## src/hdl/tsd_pkg.sv

```systemverilog
// Shared types, codes and the transition function of the token scanner DFA.
// No dependencies; used by every module of the block.
`timescale 1ns / 1ps
`default_nettype none

package tsd_pkg;

    // Lexer state codes
    localparam logic [2:0] ST_START = 3'd0;
    localparam logic [2:0] ST_IDENT = 3'd1;
    localparam logic [2:0] ST_PLUS  = 3'd2;
    localparam logic [2:0] ST_MINUS = 3'd3;
    localparam logic [2:0] ST_INT   = 3'd4;
    localparam logic [2:0] ST_EXP   = 3'd5;
    localparam logic [2:0] ST_ESIGN = 3'd6;
    localparam logic [2:0] ST_REAL  = 3'd7;

    // Result kinds
    localparam logic [1:0] KIND_ACCEPT = 2'd0;
    localparam logic [1:0] KIND_TOKEN  = 2'd1;
    localparam logic [1:0] KIND_ERROR  = 2'd2;
    localparam logic [1:0] KIND_LINE   = 2'd3;

    // Token classes
    localparam logic [2:0] CLS_IDENT = 3'd0;
    localparam logic [2:0] CLS_PLUS  = 3'd1;
    localparam logic [2:0] CLS_MINUS = 3'd2;
    localparam logic [2:0] CLS_INT   = 3'd3;
    localparam logic [2:0] CLS_REAL  = 3'd4;

    // Character codes
    localparam logic [7:0] CH_NUL   = 8'h00;
    localparam logic [7:0] CH_LF    = 8'h0A;
    localparam logic [7:0] CH_PLUS  = 8'h2B;
    localparam logic [7:0] CH_MINUS = 8'h2D;
    localparam logic [7:0] CH_ZERO  = 8'h30;
    localparam logic [7:0] CH_NINE  = 8'h39;
    localparam logic [7:0] CH_LOW_A = 8'h61;
    localparam logic [7:0] CH_LOW_E = 8'h65;
    localparam logic [7:0] CH_LOW_Z = 8'h7A;

    typedef struct packed {
        logic [1:0] kind;
        logic [2:0] cls;
        logic [7:0] echo;
    } result_t;

    // One classified request: one or two results for the back end
    typedef struct packed {
        logic    two;
        result_t first;
        result_t second;
    } job_t;

    typedef struct packed {
        logic       ok;
        logic [2:0] nx;
    } step_t;

    // Queue status seen by the two ends
    typedef struct packed {
        logic full;
        logic empty;
    } q_status_t;

    function automatic logic is_letter(input logic [7:0] c);
        return (c >= CH_LOW_A) && (c <= CH_LOW_Z);
    endfunction

    function automatic logic is_digit(input logic [7:0] c);
        return (c >= CH_ZERO) && (c <= CH_NINE);
    endfunction

    function automatic logic is_final(input logic [2:0] s);
        return (s == ST_IDENT) || (s == ST_PLUS) || (s == ST_MINUS) ||
               (s == ST_INT) || (s == ST_REAL);
    endfunction

    function automatic logic [2:0] class_of(input logic [2:0] s);
        logic [2:0] cls;
        unique case (s)
            ST_PLUS:  cls = CLS_PLUS;
            ST_MINUS: cls = CLS_MINUS;
            ST_INT:   cls = CLS_INT;
            ST_REAL:  cls = CLS_REAL;
            default:  cls = CLS_IDENT;
        endcase
        return cls;
    endfunction

    // Transition: ok is low when c cannot extend the token in state s
    function automatic step_t next_state(input logic [2:0] s, input logic [7:0] c);
        step_t r;
        r.ok = 1'b0;
        r.nx = ST_START;
        unique case (s)
            ST_START: begin
                if (is_letter(c)) begin
                    r.ok = 1'b1; r.nx = ST_IDENT;
                end else if (is_digit(c)) begin
                    r.ok = 1'b1; r.nx = ST_INT;
                end else if (c == CH_PLUS) begin
                    r.ok = 1'b1; r.nx = ST_PLUS;
                end else if (c == CH_MINUS) begin
                    r.ok = 1'b1; r.nx = ST_MINUS;
                end
            end
            ST_IDENT: begin
                if (is_letter(c) || is_digit(c)) begin
                    r.ok = 1'b1; r.nx = ST_IDENT;
                end
            end
            ST_INT: begin
                if (is_digit(c)) begin
                    r.ok = 1'b1; r.nx = ST_INT;
                end else if (c == CH_LOW_E) begin
                    r.ok = 1'b1; r.nx = ST_EXP;
                end
            end
            ST_EXP: begin
                if (is_digit(c)) begin
                    r.ok = 1'b1; r.nx = ST_REAL;
                end else if ((c == CH_PLUS) || (c == CH_MINUS)) begin
                    r.ok = 1'b1; r.nx = ST_ESIGN;
                end
            end
            ST_ESIGN, ST_REAL: begin
                if (is_digit(c)) begin
                    r.ok = 1'b1; r.nx = ST_REAL;
                end
            end
            default: begin
                r.ok = 1'b0;
            end
        endcase
        return r;
    endfunction

endpackage

`default_nettype wire

```

## src/hdl/tsd_front.sv

```systemverilog
// Front end: takes characters, steps the lexer DFA and builds result jobs.
// Depends on tsd_pkg.
`timescale 1ns / 1ps
`default_nettype none

module tsd_front
    import tsd_pkg::*;
(
    input  wire logic       aclk,
    input  wire logic       aresetn,
    input  wire logic       s_valid,
    output logic            s_ready,
    input  wire logic [7:0] s_char_in,
    input  wire q_status_t  q_status,
    output logic            push,
    output job_t            push_job
);

    logic [2:0] lexer_state_reg;
    logic [2:0] lexer_state_next;
    step_t      step_cur;
    step_t      step_start;
    result_t    tail;

    assign s_ready = !q_status.full;
    assign push    = s_valid && s_ready;

    always_comb begin
        step_cur   = next_state(lexer_state_reg, s_char_in);
        step_start = next_state(ST_START, s_char_in);

        // result of rescanning from the start state
        tail.kind = step_start.ok ? KIND_ACCEPT : KIND_ERROR;
        tail.cls  = CLS_IDENT;
        tail.echo = step_start.ok ? s_char_in : 8'd0;

        push_job.two          = 1'b0;
        push_job.first        = '0;
        push_job.second       = '0;
        lexer_state_next      = lexer_state_reg;

        priority if ((s_char_in == CH_LF) || (s_char_in == CH_NUL)) begin
            push_job.first.kind = KIND_LINE;
            lexer_state_next    = ST_START;
        end else if (step_cur.ok) begin
            push_job.first.kind = KIND_ACCEPT;
            push_job.first.echo = s_char_in;
            lexer_state_next    = step_cur.nx;
        end else begin
            lexer_state_next = step_start.ok ? step_start.nx : ST_START;
            if (lexer_state_reg != ST_START) begin
                push_job.two = 1'b1;
                if (is_final(lexer_state_reg)) begin
                    push_job.first.kind = KIND_TOKEN;
                    push_job.first.cls  = class_of(lexer_state_reg);
                end else begin
                    push_job.first.kind = KIND_ERROR;
                end
                push_job.second = tail;
            end else begin
                push_job.first = tail;
            end
        end
    end

    always_ff @(posedge aclk) begin
        if (!aresetn) begin
            lexer_state_reg <= ST_START;
        end else if (push) begin
            lexer_state_reg <= lexer_state_next;
        end
    end

`ifndef SYNTHESIS
    a_line_end_resets: assert property (@(posedge aclk) disable iff (!aresetn)
        (push && ((s_char_in == CH_LF) || (s_char_in == CH_NUL)))
        |=> (lexer_state_reg == ST_START))
        else $error("line end did not return lexer to start");

    a_two_only_midtoken: assert property (@(posedge aclk) disable iff (!aresetn)
        (push && push_job.two) |-> (lexer_state_reg != ST_START))
        else $error("two-result job built from the start state");

    a_hold_when_idle: assert property (@(posedge aclk) disable iff (!aresetn)
        !push |=> $stable(lexer_state_reg))
        else $error("lexer state moved without an accepted request");
`endif

endmodule

`default_nettype wire

```

## src/hdl/tsd_queue.sv

```systemverilog
// Short job queue between the front and back ends of the token scanner.
// Depends on tsd_pkg.
`timescale 1ns / 1ps
`default_nettype none

module tsd_queue
    import tsd_pkg::*;
#(
    parameter int DEPTH = 2
) (
    input  wire logic      aclk,
    input  wire logic      aresetn,
    input  wire logic      push,
    input  wire job_t      push_job,
    input  wire logic      pop,
    output job_t           head_job,
    output q_status_t      q_status
);

    localparam int PTR_W = (DEPTH > 1) ? $clog2(DEPTH) : 1;
    localparam int CNT_W = $clog2(DEPTH + 1);
    localparam logic [PTR_W-1:0] LAST_PTR = PTR_W'(DEPTH - 1);
    localparam logic [CNT_W-1:0] FULL_CNT = CNT_W'(DEPTH);

    job_t             slot_reg [DEPTH];
    logic [PTR_W-1:0] wptr_reg, wptr_next;
    logic [PTR_W-1:0] rptr_reg, rptr_next;
    logic [CNT_W-1:0] count_reg, count_next;
    logic             do_push, do_pop;

    assign q_status.full  = (count_reg == FULL_CNT);
    assign q_status.empty = (count_reg == '0);
    assign do_push        = push && !q_status.full;
    assign do_pop         = pop && !q_status.empty;
    assign head_job       = slot_reg[rptr_reg];

    always_comb begin
        wptr_next  = wptr_reg;
        rptr_next  = rptr_reg;
        count_next = count_reg;
        if (do_push) begin
            wptr_next = (wptr_reg == LAST_PTR) ? '0 : wptr_reg + 1'b1;
        end
        if (do_pop) begin
            rptr_next = (rptr_reg == LAST_PTR) ? '0 : rptr_reg + 1'b1;
        end
        if (do_push && !do_pop) begin
            count_next = count_reg + 1'b1;
        end else if (do_pop && !do_push) begin
            count_next = count_reg - 1'b1;
        end
    end

    always_ff @(posedge aclk) begin
        if (!aresetn) begin
            wptr_reg  <= '0;
            rptr_reg  <= '0;
            count_reg <= '0;
        end else begin
            wptr_reg  <= wptr_next;
            rptr_reg  <= rptr_next;
            count_reg <= count_next;
        end
    end

    always_ff @(posedge aclk) begin
        if (do_push) begin
            slot_reg[wptr_reg] <= push_job;
        end
    end

`ifndef SYNTHESIS
    a_count_bound: assert property (@(posedge aclk) disable iff (!aresetn)
        count_reg <= FULL_CNT)
        else $error("queue count beyond depth");

    a_no_overflow: assert property (@(posedge aclk) disable iff (!aresetn)
        push |-> !q_status.full)
        else $error("push into a full queue");

    a_no_underflow: assert property (@(posedge aclk) disable iff (!aresetn)
        pop |-> !q_status.empty)
        else $error("pop from an empty queue");
`endif

endmodule

`default_nettype wire

```

## src/hdl/tsd_back.sv

```systemverilog
// Back end: drains jobs from the queue and drives one result per cycle, while
// m_ready allows, through a registered output stage. Depends on tsd_pkg.
`timescale 1ns / 1ps
`default_nettype none

module tsd_back
    import tsd_pkg::*;
(
    input  wire logic       aclk,
    input  wire logic       aresetn,
    input  wire q_status_t  q_status,
    input  wire job_t       head_job,
    output logic            pop,
    output logic            m_valid,
    input  wire logic       m_ready,
    output logic [1:0]      m_result_kind,
    output logic [2:0]      m_token_class,
    output logic [7:0]      m_echo_char,
    output logic            m_last_of_run
);

    logic    out_valid_reg, out_valid_next;
    result_t out_res_reg, out_res_next;
    logic    out_last_reg, out_last_next;
    logic    sec_valid_reg, sec_valid_next;
    result_t sec_res_reg, sec_res_next;
    logic    out_free;

    assign out_free = !out_valid_reg || m_ready;
    assign pop      = out_free && !sec_valid_reg && !q_status.empty;

    always_comb begin
        out_valid_next = out_valid_reg;
        out_res_next   = out_res_reg;
        out_last_next  = out_last_reg;
        sec_valid_next = sec_valid_reg;
        sec_res_next   = sec_res_reg;
        if (out_free) begin
            if (sec_valid_reg) begin
                out_valid_next = 1'b1;
                out_res_next   = sec_res_reg;
                out_last_next  = 1'b1;
                sec_valid_next = 1'b0;
            end else if (!q_status.empty) begin
                out_valid_next = 1'b1;
                out_res_next   = head_job.first;
                out_last_next  = !head_job.two;
                sec_valid_next = head_job.two;
                sec_res_next   = head_job.second;
            end else begin
                out_valid_next = 1'b0;
            end
        end
    end

    always_ff @(posedge aclk) begin
        if (!aresetn) begin
            out_valid_reg <= 1'b0;
            sec_valid_reg <= 1'b0;
        end else begin
            out_valid_reg <= out_valid_next;
            sec_valid_reg <= sec_valid_next;
        end
    end

    always_ff @(posedge aclk) begin
        out_res_reg  <= out_res_next;
        out_last_reg <= out_last_next;
        sec_res_reg  <= sec_res_next;
    end

    assign m_valid       = out_valid_reg;
    assign m_result_kind = out_res_reg.kind;
    assign m_token_class = out_res_reg.cls;
    assign m_echo_char   = out_res_reg.echo;
    assign m_last_of_run = out_last_reg;

`ifndef SYNTHESIS
    a_second_behind_first: assert property (@(posedge aclk) disable iff (!aresetn)
        sec_valid_reg |-> (out_valid_reg && !out_last_reg))
        else $error("pending second result without its first on the output");

    a_first_of_pair_kind: assert property (@(posedge aclk) disable iff (!aresetn)
        (out_valid_reg && !out_last_reg)
        |-> ((out_res_reg.kind == KIND_TOKEN) || (out_res_reg.kind == KIND_ERROR)))
        else $error("first of a result pair is not a token end or error");

    a_pair_completes: assert property (@(posedge aclk) disable iff (!aresetn)
        (out_valid_reg && m_ready && !out_last_reg) |=> (out_valid_reg && out_last_reg))
        else $error("second result of a pair did not follow");
`endif

endmodule

`default_nettype wire

```

## src/hdl/token_scanner_dfa_top.sv

```systemverilog
// A character accepted by the front is written into the queue, then moved into the
// back end's output register, from where its first result shows.
// Throughput: one character per cycle when each gives one result and m_ready is
// high; a character that closes a token gives two results, which the single
// result port sends in turn. The queue (QUEUE_DEPTH jobs) absorbs short bursts.
// Reset: aresetn is synchronous, active low; lexer returns to start, queue empties.
// Top level of the token scanner DFA. Instantiates tsd_front, tsd_queue, tsd_back.
`timescale 1ns / 1ps
`default_nettype none

module token_scanner_dfa_top
    import tsd_pkg::*;
#(
    parameter int QUEUE_DEPTH = 2
) (
    input  wire logic       aclk,
    input  wire logic       aresetn,
    // character request channel
    input  wire logic       s_valid,
    output logic            s_ready,
    input  wire logic [7:0] s_char_in,
    // result request channel
    output logic            m_valid,
    input  wire logic       m_ready,
    output logic [1:0]      m_result_kind,
    output logic [2:0]      m_token_class,
    output logic [7:0]      m_echo_char,
    output logic            m_last_of_run
);

    // Front end steps the DFA on every accepted character and packs the one or
    // two results it causes into a job. The back end replays a job as one or
    // two results. The queue lets the front keep taking characters while the
    // back is busy with a two-result job or stalled by m_ready.
    q_status_t q_status;
    logic      push;
    job_t      push_job;
    logic      pop;
    job_t      head_job;

    tsd_front u_front (
        .aclk      (aclk),
        .aresetn   (aresetn),
        .s_valid   (s_valid),
        .s_ready   (s_ready),
        .s_char_in (s_char_in),
        .q_status  (q_status),
        .push      (push),
        .push_job  (push_job)
    );

    tsd_queue #(
        .DEPTH (QUEUE_DEPTH)
    ) u_queue (
        .aclk     (aclk),
        .aresetn  (aresetn),
        .push     (push),
        .push_job (push_job),
        .pop      (pop),
        .head_job (head_job),
        .q_status (q_status)
    );

    // Output register lives in the back end, so a waiting result stalls the
    // front only once the queue behind it is full.
    tsd_back u_back (
        .aclk          (aclk),
        .aresetn       (aresetn),
        .q_status      (q_status),
        .head_job      (head_job),
        .pop           (pop),
        .m_valid       (m_valid),
        .m_ready       (m_ready),
        .m_result_kind (m_result_kind),
        .m_token_class (m_token_class),
        .m_echo_char   (m_echo_char),
        .m_last_of_run (m_last_of_run)
    );

endmodule

`default_nettype wire

```

## config.mk

```make
export PLATFORM = sky130hd
export DESIGN_NAME = token_scanner_dfa_top
export DESIGN_NICKNAME = d
export VERILOG_FILES = /design/src/hdl/tsd_pkg.sv /design/src/hdl/tsd_front.sv /design/src/hdl/tsd_queue.sv /design/src/hdl/tsd_back.sv /design/src/hdl/token_scanner_dfa_top.sv
export SDC_FILE = /design/constraint.sdc
export NUM_CORES = 1
export LEC_CHECK = 0
export BUFFER_PORTS_ARGS = -buffer_cell sky130_fd_sc_hd__buf_4
export CAP_MARGIN = 20
export CORE_ASPECT_RATIO = 0.9
export CORE_MARGIN = 2
export CORE_UTILIZATION = 45
export CTS_BUF_LIST = sky130_fd_sc_hd__clkbuf_4 sky130_fd_sc_hd__clkbuf_8
export DETAILED_ROUTE_END_ITERATION = 16
export MAX_ROUTING_LAYER = met4
export PLACE_DENSITY = 0.63
export SLEW_MARGIN = 20
export SYNTH_ARGS = -nofsm -noshare
export SYNTH_HDL_FRONTEND = slang
export SYNTH_SLANG_ARGS = --single-unit
```

## constraint.sdc

```tcl
create_clock -name aclk -period 3.4 [get_ports aclk]
set_clock_uncertainty 0.2 [all_clocks]
set_input_delay 0.68 -clock aclk [delete_from_list [all_inputs] [get_ports aclk]]
set_output_delay 0.68 -clock aclk [all_outputs]
set_load 0.01 [all_outputs]
```

==> qor.yml, run 1 <==
wl_per_cell_um: 15.21
core_area_um2: 7470
ant_nets: 0
grt_pass1_wl_um: 9763
worst_pin_slew_ns: 0.8551
dieHeight_um: 86.73
dr.first_iter.drc_count: 114
gp_congestion: 0.8400
min_period_ns: 2.539
fin_setup_tns_ns: 0
slew_viol_final: 0
vias: 2009
rsz0062_at_grt: "no"
clockRootBuffer: "clkbuf_8"
drc_errors: 0
overflow: 0
cap_violations: 0
grt_pass1_vias: 1955
cts_sinks: 79
multi_input_area_um2: 1067
netlist_instances: 258
largest_register_ffs: 46
r2r_start: "u_back.sec_valid_reg$_SDFFE_PN0N_"
syn_area_um2: 3422
slew-limit-headroom_pct: 42.92
clk_pin_slew_ns: 0.08
rr_worst_depth: 5
final_hold_viol_count: 0
synthDistinctLibCells: 46
worstPathRequired_ns: 3.31
total_leakage_power_uw: 0.001408
fillers: 625
tritoncts: "built"
yosysWarnings: 0
start_kind: "input port"
ctsHoldBuffers: 0
cts_made_buffers: 9
cts-htree-levels: 3
final_area_um2: 3953
hp-class: "register to register"
cp.arrival_ns: 2.45
antenna_found_initial: 0
dp_hpwl_um: 3847
worstReg2RegEnd: "u_queue.count_reg[1]$_SDFFE_PN0P_"
viasPerCell: 5.178
io-pin-count: 28
ff_latch_area_um2: 2272
drt-total-wl_um: 5902
synth_edf_count: 69
reg2reg_setup_slack_ns: 1.00
crit_start: "s_char_in[4]"
insertedDiodeCount: 0
synthFlopType: "edfxtp_1"
area_delta_synth_final_pct: 15.50
initial_core_util_pct: 45.81
placed_area_um2: 3707
setup_viol: 0
placement_rows: 30
path_class: "input port to register"
portBuffers: 27
dpl_worst_slack_ns: 0.5169
worst_ir_drop_vdd_mv: 0.3636
clk_latency_ns: 0.34
die-area_um2: 8319
synth_seq_cells: 79
post-route-period-util_pct: 74.69
ctsResizeCount: 0
async_reset_ff_share_pct: 0
avgSynthCellArea_um2: 13.26
layout-drive-gt1-share_pct: 23.29
mostFrequentLayoutCells: "69 x edfxtp_1, 31 x buf_4, 21 x nand2_1"
grt_max_degree: 28
die_x_um: 95.92
cellPowerDensity_nw_per_um2: 793.4
crit_path_end: "u_queue.slot_reg[0][21]$_DFFE_PP_"
status: "finished clean"
finalWorstSetupSlack_ns: 0.8605
seq_area_frac_synth_pct: 66.40
post_cts_buffers: 0
worstPathMaxFanout: 15
cp-end-kind: "register"
track_usage_pct: 16.43
timing.fmax_ghz: 0.3938
dr.pass1.iters: 4
finalNetCount: 300
clockBufferDepth: 2
final_common_cell: "edfxtp_1"
## synthesized netlist by cell type (2+ instances only)
cell	count	share of area (%)
nand3_1	13	1.9
and2_1	7	1.3
mux2_2	9	3.0
nand4_1	4	0.73
dfxtp_1	10	5.9
and3_1	2	0.37
xnor2_1	4	1.0
nor2b_1	4	0.73
a21boi_0	3	0.66
inv_1	4	0.44
nor3_1	3	0.44
a21oi_1	5	0.73
nor4_1	2	0.37
nor3b_1	2	0.44
o21ai_0	14	2.0
clkbuf_1	11	1.2
or2_2	2	0.37
xor2_1	2	0.51
buf_6	3	0.99
o31ai_1	2	0.44
nor3_2	4	1.2
nor2_1	17	1.9
nand2b_1	4	0.73
nand2_1	21	2.3
mux2i_1	15	4.4
edfxtp_1	69	61
o211ai_1	3	0.66
## through the flow
step	std cells	hold WS, ns	total power (uW)	util [%]
floorplan	261	0.3000	2037	-
finish	388	0.3381	3136	52.91
global placement	372	0.3112	2324	49.63
detailed placement	372	0.3216	2358	49.63
global route	388	0.3579	3326	52.91
CTS	388	0.3407	3184	52.91
## critical path, stage by stage
cell,delay (ns)
buf_4,0.13
or4_4,0.52
o22ai_2,0.17
o2111ai_1,0.14
and3_1,0.37
nor4_1,0.44
## logic make-up after synthesis
kind of cell / Yosys count / synth area share [%]
xor+xnor: 6 / 1.536
mux: 24 / 7.349
other cells: 1 / 0.1096
buf+inv: 20 / 2.888
flops: 79 / 66.40
compound gates: 34 / 6.325
fa+ha+maj: 1 / 0.3656
simple gates: 93 / 15.03
## layout make-up
class	instances	area share [%]
sequential	79	57.49
clock buffer	9	3.134
timing repair buffer	31	5.888
inverter	4	0.3799
multi-input combinational	162	27.00
tap	96	3.039
clock inverter	7	3.071
## worst min-delay path by stage
stage / start / endpoint / slack, ns / cells after the start
finish: u_back.sec_res_reg[7]$_DFFE_PP_ / u_back.m_echo_char[7]$_DFFE_PP_ / 0.34 / 2
global route: u_queue.slot_reg[1][12]$_DFFE_PP_ / u_back.sec_res_reg[12]$_DFFE_PP_ / 0.36 / 1
CTS: u_back.sec_res_reg[12]$_DFFE_PP_ / u_back.m_result_kind[1]$_DFFE_PP_ / 0.34 / 2
detailed placement: u_back.sec_res_reg[12]$_DFFE_PP_ / u_back.m_result_kind[1]$_DFFE_PP_ / 0.32 / 2
global placement: u_back.sec_res_reg[0]$_DFFE_PP_ / u_back.m_echo_char[0]$_DFFE_PP_ / 0.31 / 2
floorplan: u_back.sec_res_reg[0]$_DFFE_PP_ / u_back.m_echo_char[0]$_DFFE_PP_ / 0.30 / 2
## report_power, final
| group | leakage, uW | switching (uW) | total (uW) | internal, uW |
|---|---|---|---|---|
| Sequential | 0.000745 | 92.7 | 1500 | 1400 |
| Combinational | 0.000540 | 459 | 814 | 355 |
| Clock | 0.000123 | 336 | 826 | 490 |
## layer usage
layer,wire (um),track usage (%)
met1,2873,22.03
met2,2701,24.03
met3,232,4.696
met4,94,5.844
met5,0,-
(Power assumes the default switching activity.)
==> inputs of run 2 (changes only) <==
clock period = 2.4 ns   (was 3.4 ns; I/O delays follow)
==> qor.yml, run 2 (synthesis results as in run 1) <==
pwr-share-seq_pct: 45.7  # -2.0 points
vias: 2094  # +4.2%
worst_pin_slew_ns: 0.5738  # -0.2813 ns
post-route-util_pct: 54.69  # +1.8 points
cellPowerDensity_nw_per_um2: 1117  # +41%
antenna_found_initial: 0  # unchanged
drt-total-wl_um: 5860  # -0.71%
reg2reg_setup_slack_ns: 0.25  # -0.75 ns
grt_max_degree: 27  # -3.6%
swShare_pct: 27.23  # -1.1 points
setup_viol: 0  # unchanged
post-route-period-util_pct: 89.51
min_delay_path_depth: 2  # unchanged
fillers: 639  # +2.2%
hp-class: "input port to register"
ctsResizeCount: 0  # unchanged
layout-drive-gt1-share_pct: 27.04  # +3.7 points
worst_ir_drop_vdd_mv: 0.4557  # +25%
grt_pass1_wl_um: 9680  # -0.85%
worstReg2RegEnd: "u_queue.slot_reg[1][15]$_DFFE_PP_"
r2r_start: "u_front.lexer_state_reg[0]$_SDFFE_PN0P_"
status: "finished clean"
ff_latch_area_um2: 2272  # unchanged
drc_errors: 0  # unchanged
overflow: 0  # unchanged
rsz0062_at_grt: "no"
min_to: "u_queue.wptr_reg$_SDFFE_PN0P_"
clockBufferDepth: 2  # unchanged
final_hold_viol_count: 0  # unchanged
largest_register_ffs: 46  # unchanged
dr.pass1.iters: 4  # unchanged
path_class: "register to register"
worstPathMaxFanout: 7  # -8
mostFrequentLayoutCells: "69 x edfxtp_1, 47 x buf_4, 21 x nand2_1"
slew_viol_final: 0  # unchanged
report.power.total_uw: 4565  # +46%
cap_violations: 0  # unchanged
dr.first_iter.drc_count: 125  # +9.6%
dieHeight_um: 86.73  # unchanged
fin_setup_tns_ns: 0  # unchanged
rr_worst_depth: 4  # -1
portBuffers: 27  # unchanged
dp_hpwl_um: 3911  # +1.6%
cp.arrival_ns: 2.07  # -0.38 ns
die-area_um2: 8319  # unchanged
holdCritStartpoint: "aresetn"
p_int_uw: 3322  # +48%
post_cts_buffers: 0  # unchanged
io-pin-count: 28  # unchanged
area_delta_synth_final_pct: 19.38
timing.fmax_ghz: 0.4655
tritoncts: "built"
clk_latency_ns: 0.34  # about the same
layout.cells.non_filler: 403  # +3.9%
cp-end-kind: "register"
cts-htree-levels: 3  # unchanged
ctsHoldBuffers: 0  # unchanged
final_common_cell: "edfxtp_1"
placed_cells: 388  # +4.3%
power.switching_uw: 1243  # +40%
initial_core_util_pct: 45.81  # unchanged
worstPathRequired_ns: 2.32  # -0.99 ns
slew-limit-headroom_pct: 61.58  # +19 points
wl_per_cell_um: 14.54  # -4.4%
multi_input_area_um2: 1067  # unchanged
cts_made_buffers: 9  # unchanged
total_leakage_power_uw: 0.001494  # +6.1%
cts_sinks: 79  # unchanged
clockPowerShare_pct: 27.4  # +1.1 points
min_period_ns: 2.148
start_kind: "register"
gp_congestion: 0.8196  # -2.4%
core_area_um2: 7470  # unchanged
insertedDiodeCount: 0  # unchanged
clockRootBuffer: "clkbuf_8"
finalNetCount: 316  # +5.3%
grt_pass1_vias: 1949  # -0.31%
viasPerCell: 5.196  # +0.35%
track_usage_pct: 16.26  # -0.18 points
ant_nets: 0  # unchanged
p_comb_share_pct: 26.8  # +0.8 points
clk_pin_slew_ns: 0.08  # about the same
placement_rows: 30  # unchanged
die_x_um: 95.92  # unchanged
## run 2: cell types whose count changed in the layout (fill, tap and decap cells not counted)
cell	before	now
bufinv_16	3	4
buf_4	31	47
clkinv_4	3	1
## run 2: worst max path at each step
| stage | start | to | slack [ns] | depth (start not counted) |
|---|---|---|---|---|
| after floorplan | u_queue.count_reg[0]$_SDFFE_PN0P_ | u_queue.slot_reg[0][0]$_DFFE_PP_ | 0.02 | 3 |
| after global placement | s_char_in[4] | u_queue.slot_reg[1][21]$_DFFE_PP_ | -0.03 | 6 |
| after detailed placement | s_char_in[4] | u_queue.slot_reg[0][23]$_DFFE_PP_ | -0.08 | 7 |
| after CTS | s_char_in[4] | u_queue.slot_reg[1][23]$_DFFE_PP_ | 0.28 | 7 |
| after global routing | u_front.lexer_state_reg[0]$_SDFFE_PN0P_ | u_queue.slot_reg[1][15]$_DFFE_PP_ | 0.11 | 4 |
| final | u_front.lexer_state_reg[0]$_SDFFE_PN0P_ | u_queue.slot_reg[1][15]$_DFFE_PP_ | 0.25 | 4 |
## run 2: metal layers
layer,wire length [um],vias up,track usage [%]
li1,-,1032,-
met1,2851,1001,22.22
met2,2708,57,23.39
met3,247,4,4.435
met4,53,0,5.844
met5,0,-,-
## run 2: through the flow
stage                     instance area [um^2]  setup slack (ns)  hold slack, ns
final                                     4085            0.2518          0.2342
after global placement                    3827          -0.02719          0.3138
after global routing                      4085            0.1104          0.2242
after CTS                                 4085            0.2767          0.2169
after floorplan                           3433           0.01811          0.3000
after detailed placement                  3827          -0.07961          0.3249
## run 2: final cells by class
| cell class | instances | share of cell area [%] |
|---|---|---|
| clock buffers | 9 | 3.032 |
| well taps | 96 | 2.940 |
| flip-flops and latches | 79 | 55.62 |
| inverters | 4 | 0.3675 |
| clock inverters | 6 | 3.277 |
| multi-input cells | 162 | 26.13 |
| repair buffers | 47 | 8.637 |
## run 2: worst max-delay path, cell delays in order (launching register included)
cell      delay [ns]
dfxtp_1         0.32
or4b_1          0.51
nor3_1          0.20
nand3_1         0.27
a21boi_0        0.42
## run 2: power groups by stage
stage | Clock, uW | Sequential, uW | Combinational (uW)
global placement | 0 | 2110 | 1220
detailed placement | 0 | 2120 | 1250
CTS | 1280 | 2090 | 1250
global route | 1340 | 2120 | 1360
floorplan | 0 | 2180 | 704
finish | 1250 | 2090 | 1230
==> inputs of run 3 (changes only) <==
--- a/config.mk
+++ b/config.mk
@@ -15,4 +15,5 @@
 export MAX_ROUTING_LAYER = met4
 export PLACE_DENSITY = 0.63
+export RECOVER_POWER = 25
 export SLEW_MARGIN = 20
 export SYNTH_ARGS = -nofsm -noshare
==> constraint.sdc (replaced) <==
create_clock -name aclk -period 2.4 [get_ports aclk]
set_clock_uncertainty 0.2 [all_clocks]
set_input_delay 0.24 -clock aclk [delete_from_list [all_inputs] [get_ports aclk]]
set_output_delay 0.24 -clock aclk [all_outputs]
set_load 0.01 [all_outputs]
==> qor.yml, run 3 (synthesis results as in run 1) <==
status: "finished clean"
cp-end-kind: "register"
tritoncts: "built"
placed_cells: 381  # -1.8%
placement_rows: 30  # unchanged
critPathBufInv: 1  # +1
pwr-share-seq_pct: 48.6  # +2.9 points
post_cts_buffers: 0  # unchanged
power.switching_uw: 1281  # +3.0%
cp.arrival_ns: 2.12  # +0.05 ns
layout.cells.non_filler: 398  # -1.2%
portBuffers: 27  # unchanged
antenna_found_initial: 0  # unchanged
critPathSlowestCell: "or4b_1"
area_delta_synth_final_pct: 15.25
timing.fmax_ghz: 0.4767  # +2.4%
swShare_pct: 29.87  # +2.6 points
total_leakage_power_uw: 0.001383  # -7.4%
fillers: 644  # +0.78%
cts_sinks: 79  # unchanged
hp-class: "input port to register"
clockPowerShare_pct: 25.7  # -1.7 points
core_area_um2: 7470  # unchanged
p_int_uw: 3006  # -9.5%
layout-drive-gt1-share_pct: 19.87  # -7.2 points
path_class: "register to register"
die-area_um2: 8319  # unchanged
io-pin-count: 28  # unchanged
drt-total-wl_um: 6039  # +3.1%
mostFrequentLayoutCells: "69 x edfxtp_1, 22 x buf_4, 21 x nand2_1"
gp_congestion: 0.9068  # +11%
placed_area_um2: 3775  # -1.4%
dieHeight_um: 86.73  # unchanged
grtUsageMet3_pct: 3.391  # -1.0 points
viasPerCell: 5.281  # +1.6%
wl_per_cell_um: 15.17  # +4.3%
cap_violations: 0  # unchanged
final_area_um2: 3944  # -3.5%
cts-htree-levels: 3  # unchanged
slew-limit-headroom_pct: 31.91  # -30 points
clockRootBuffer: "clkbuf_8"
grt_use_met2_pct: 24.54  # +1.1 points
cts_made_buffers: 9  # unchanged
dp_hpwl_um: 4005  # +2.4%
clk_pin_slew_ns: 0.09  # about the same
start_kind: "register"
path_cells: "or4b_1 -> nor3_1 -> nand3_1 -> a21boi_0 -> buf_4"
grt_max_degree: 27  # unchanged
crit_family: "simple AND/OR/NAND/NOR gates"
track_usage_pct: 16.88  # +0.62 points
grtUsageMet1_pct: 23.17  # +0.96 points
final_hold_viol_count: 0  # unchanged
worst_ir_drop_vdd_mv: 0.5354  # +17%
largest_register_ffs: 46  # unchanged
post-route-period-util_pct: 87.41  # -2.1 points
grt_pass1_vias: 2028  # +4.1%
setup_viol: 0  # unchanged
slowest_delay_ns: 0.52  # about the same
initial_core_util_pct: 45.81  # unchanged
fin_setup_tns_ns: 0  # unchanged
multi_input_area_um2: 1067  # unchanged
report.power.total_uw: 4287  # -6.1%
insertedDiodeCount: 0  # unchanged
ff_latch_area_um2: 2272  # unchanged
clk_latency_ns: 0.34  # about the same
cellPowerDensity_nw_per_um2: 1087  # -2.7%
worstPathRequired_ns: 2.43  # +0.11 ns
worstPathMaxFanout: 7  # unchanged
p_comb_share_pct: 25.7  # -1.1 points
grt_pass1_wl_um: 10120  # +4.5%
overflow: 0  # unchanged
vias: 2102  # +0.38%
rsz0062_at_grt: "no"
min_period_ns: 2.098  # -0.05048 ns
clockBufferDepth: 2  # unchanged
dr.first_iter.drc_count: 116  # -7.2%
ant_nets: 0  # unchanged
finalNetCount: 310  # -1.9%
top_usage_layer: "met2"
slew_viol_final: 0  # unchanged
worst_pin_slew_ns: 1.021  # +0.4475 ns
drc_errors: 0  # unchanged
die_x_um: 95.92  # unchanged
dr.pass1.iters: 4  # unchanged
final_common_cell: "edfxtp_1"
run 3: worst paths after layout:
check,from,endpoint,slack [ns],cells after the start
min,s_char_in[4],u_queue.slot_reg[0][17]$_DFFE_PP_,0.07,2
max reg2reg,u_front.lexer_state_reg[0]$_SDFFE_PN0P_,u_queue.slot_reg[1][15]$_DFFE_PP_,0.30,5
min reg2reg,u_back.sec_res_reg[0]$_DFFE_PP_,u_back.m_echo_char[0]$_DFFE_PP_,0.33,2
max,u_front.lexer_state_reg[0]$_SDFFE_PN0P_,u_queue.slot_reg[1][15]$_DFFE_PP_,0.30,5
run 3: routing by layer:
| metal | share of wire [%] | wire length [um] |
|---|---|---|
| met4 | 2.0 | 123 |
| met3 | 3.6 | 219 |
| met5 | 0 | 0 |
| met1 | 49 | 2929 |
| met2 | 46 | 2766 |
run 3: worst register-to-register path, stage by stage (launching register included):
cell	delay, ns
dfxtp_1	0.32
or4b_1	0.52
nor3_1	0.19
nand3_1	0.27
a21boi_0	0.33
buf_4	0.16
run 3: repair_timing:
| item | in CTS | in global routing |
|---|---|---|
| endpoints found under the hold margin | 6 | 0 |
| hold buffers | 1 | 0 |
| gates resized for setup | 0 | 0 |
run 3: area by class of cell:
class | count | area share, %
Timing Repair Buffer | 41 | 6.187
Clock buffer | 10 | 3.331
Sequential cell | 79 | 57.61
Tap cell | 96 | 3.046
Inverter | 4 | 0.3807
Multi-Input combinational cell | 162 | 27.06
Clock inverter | 6 | 2.379
run 3: power by group through the flow:
stage               logic (uW)  registers [uW]  clock network (uW)
finish                    1100            2090                1100
global route              1240            2120                1180
CTS                       1230            2090                1120
detailed placement        1230            2120                   0
global placement          1210            2110                   0
floorplan                  704            2180                   0
run 3: through the flow:
step / worst slack, ns / util [%] / hold WS [ns]
after floorplan: 0.01811 / - / 0.2573
after global placement: 0.1752 / 50.54 / 0.3115
after detailed placement: 0.08543 / 50.54 / 0.3169
after CTS: 0.2950 / 53.69 / 0.06066
after global routing: 0.1083 / 52.80 / 0.08656
final: 0.3023 / 52.80 / 0.07345
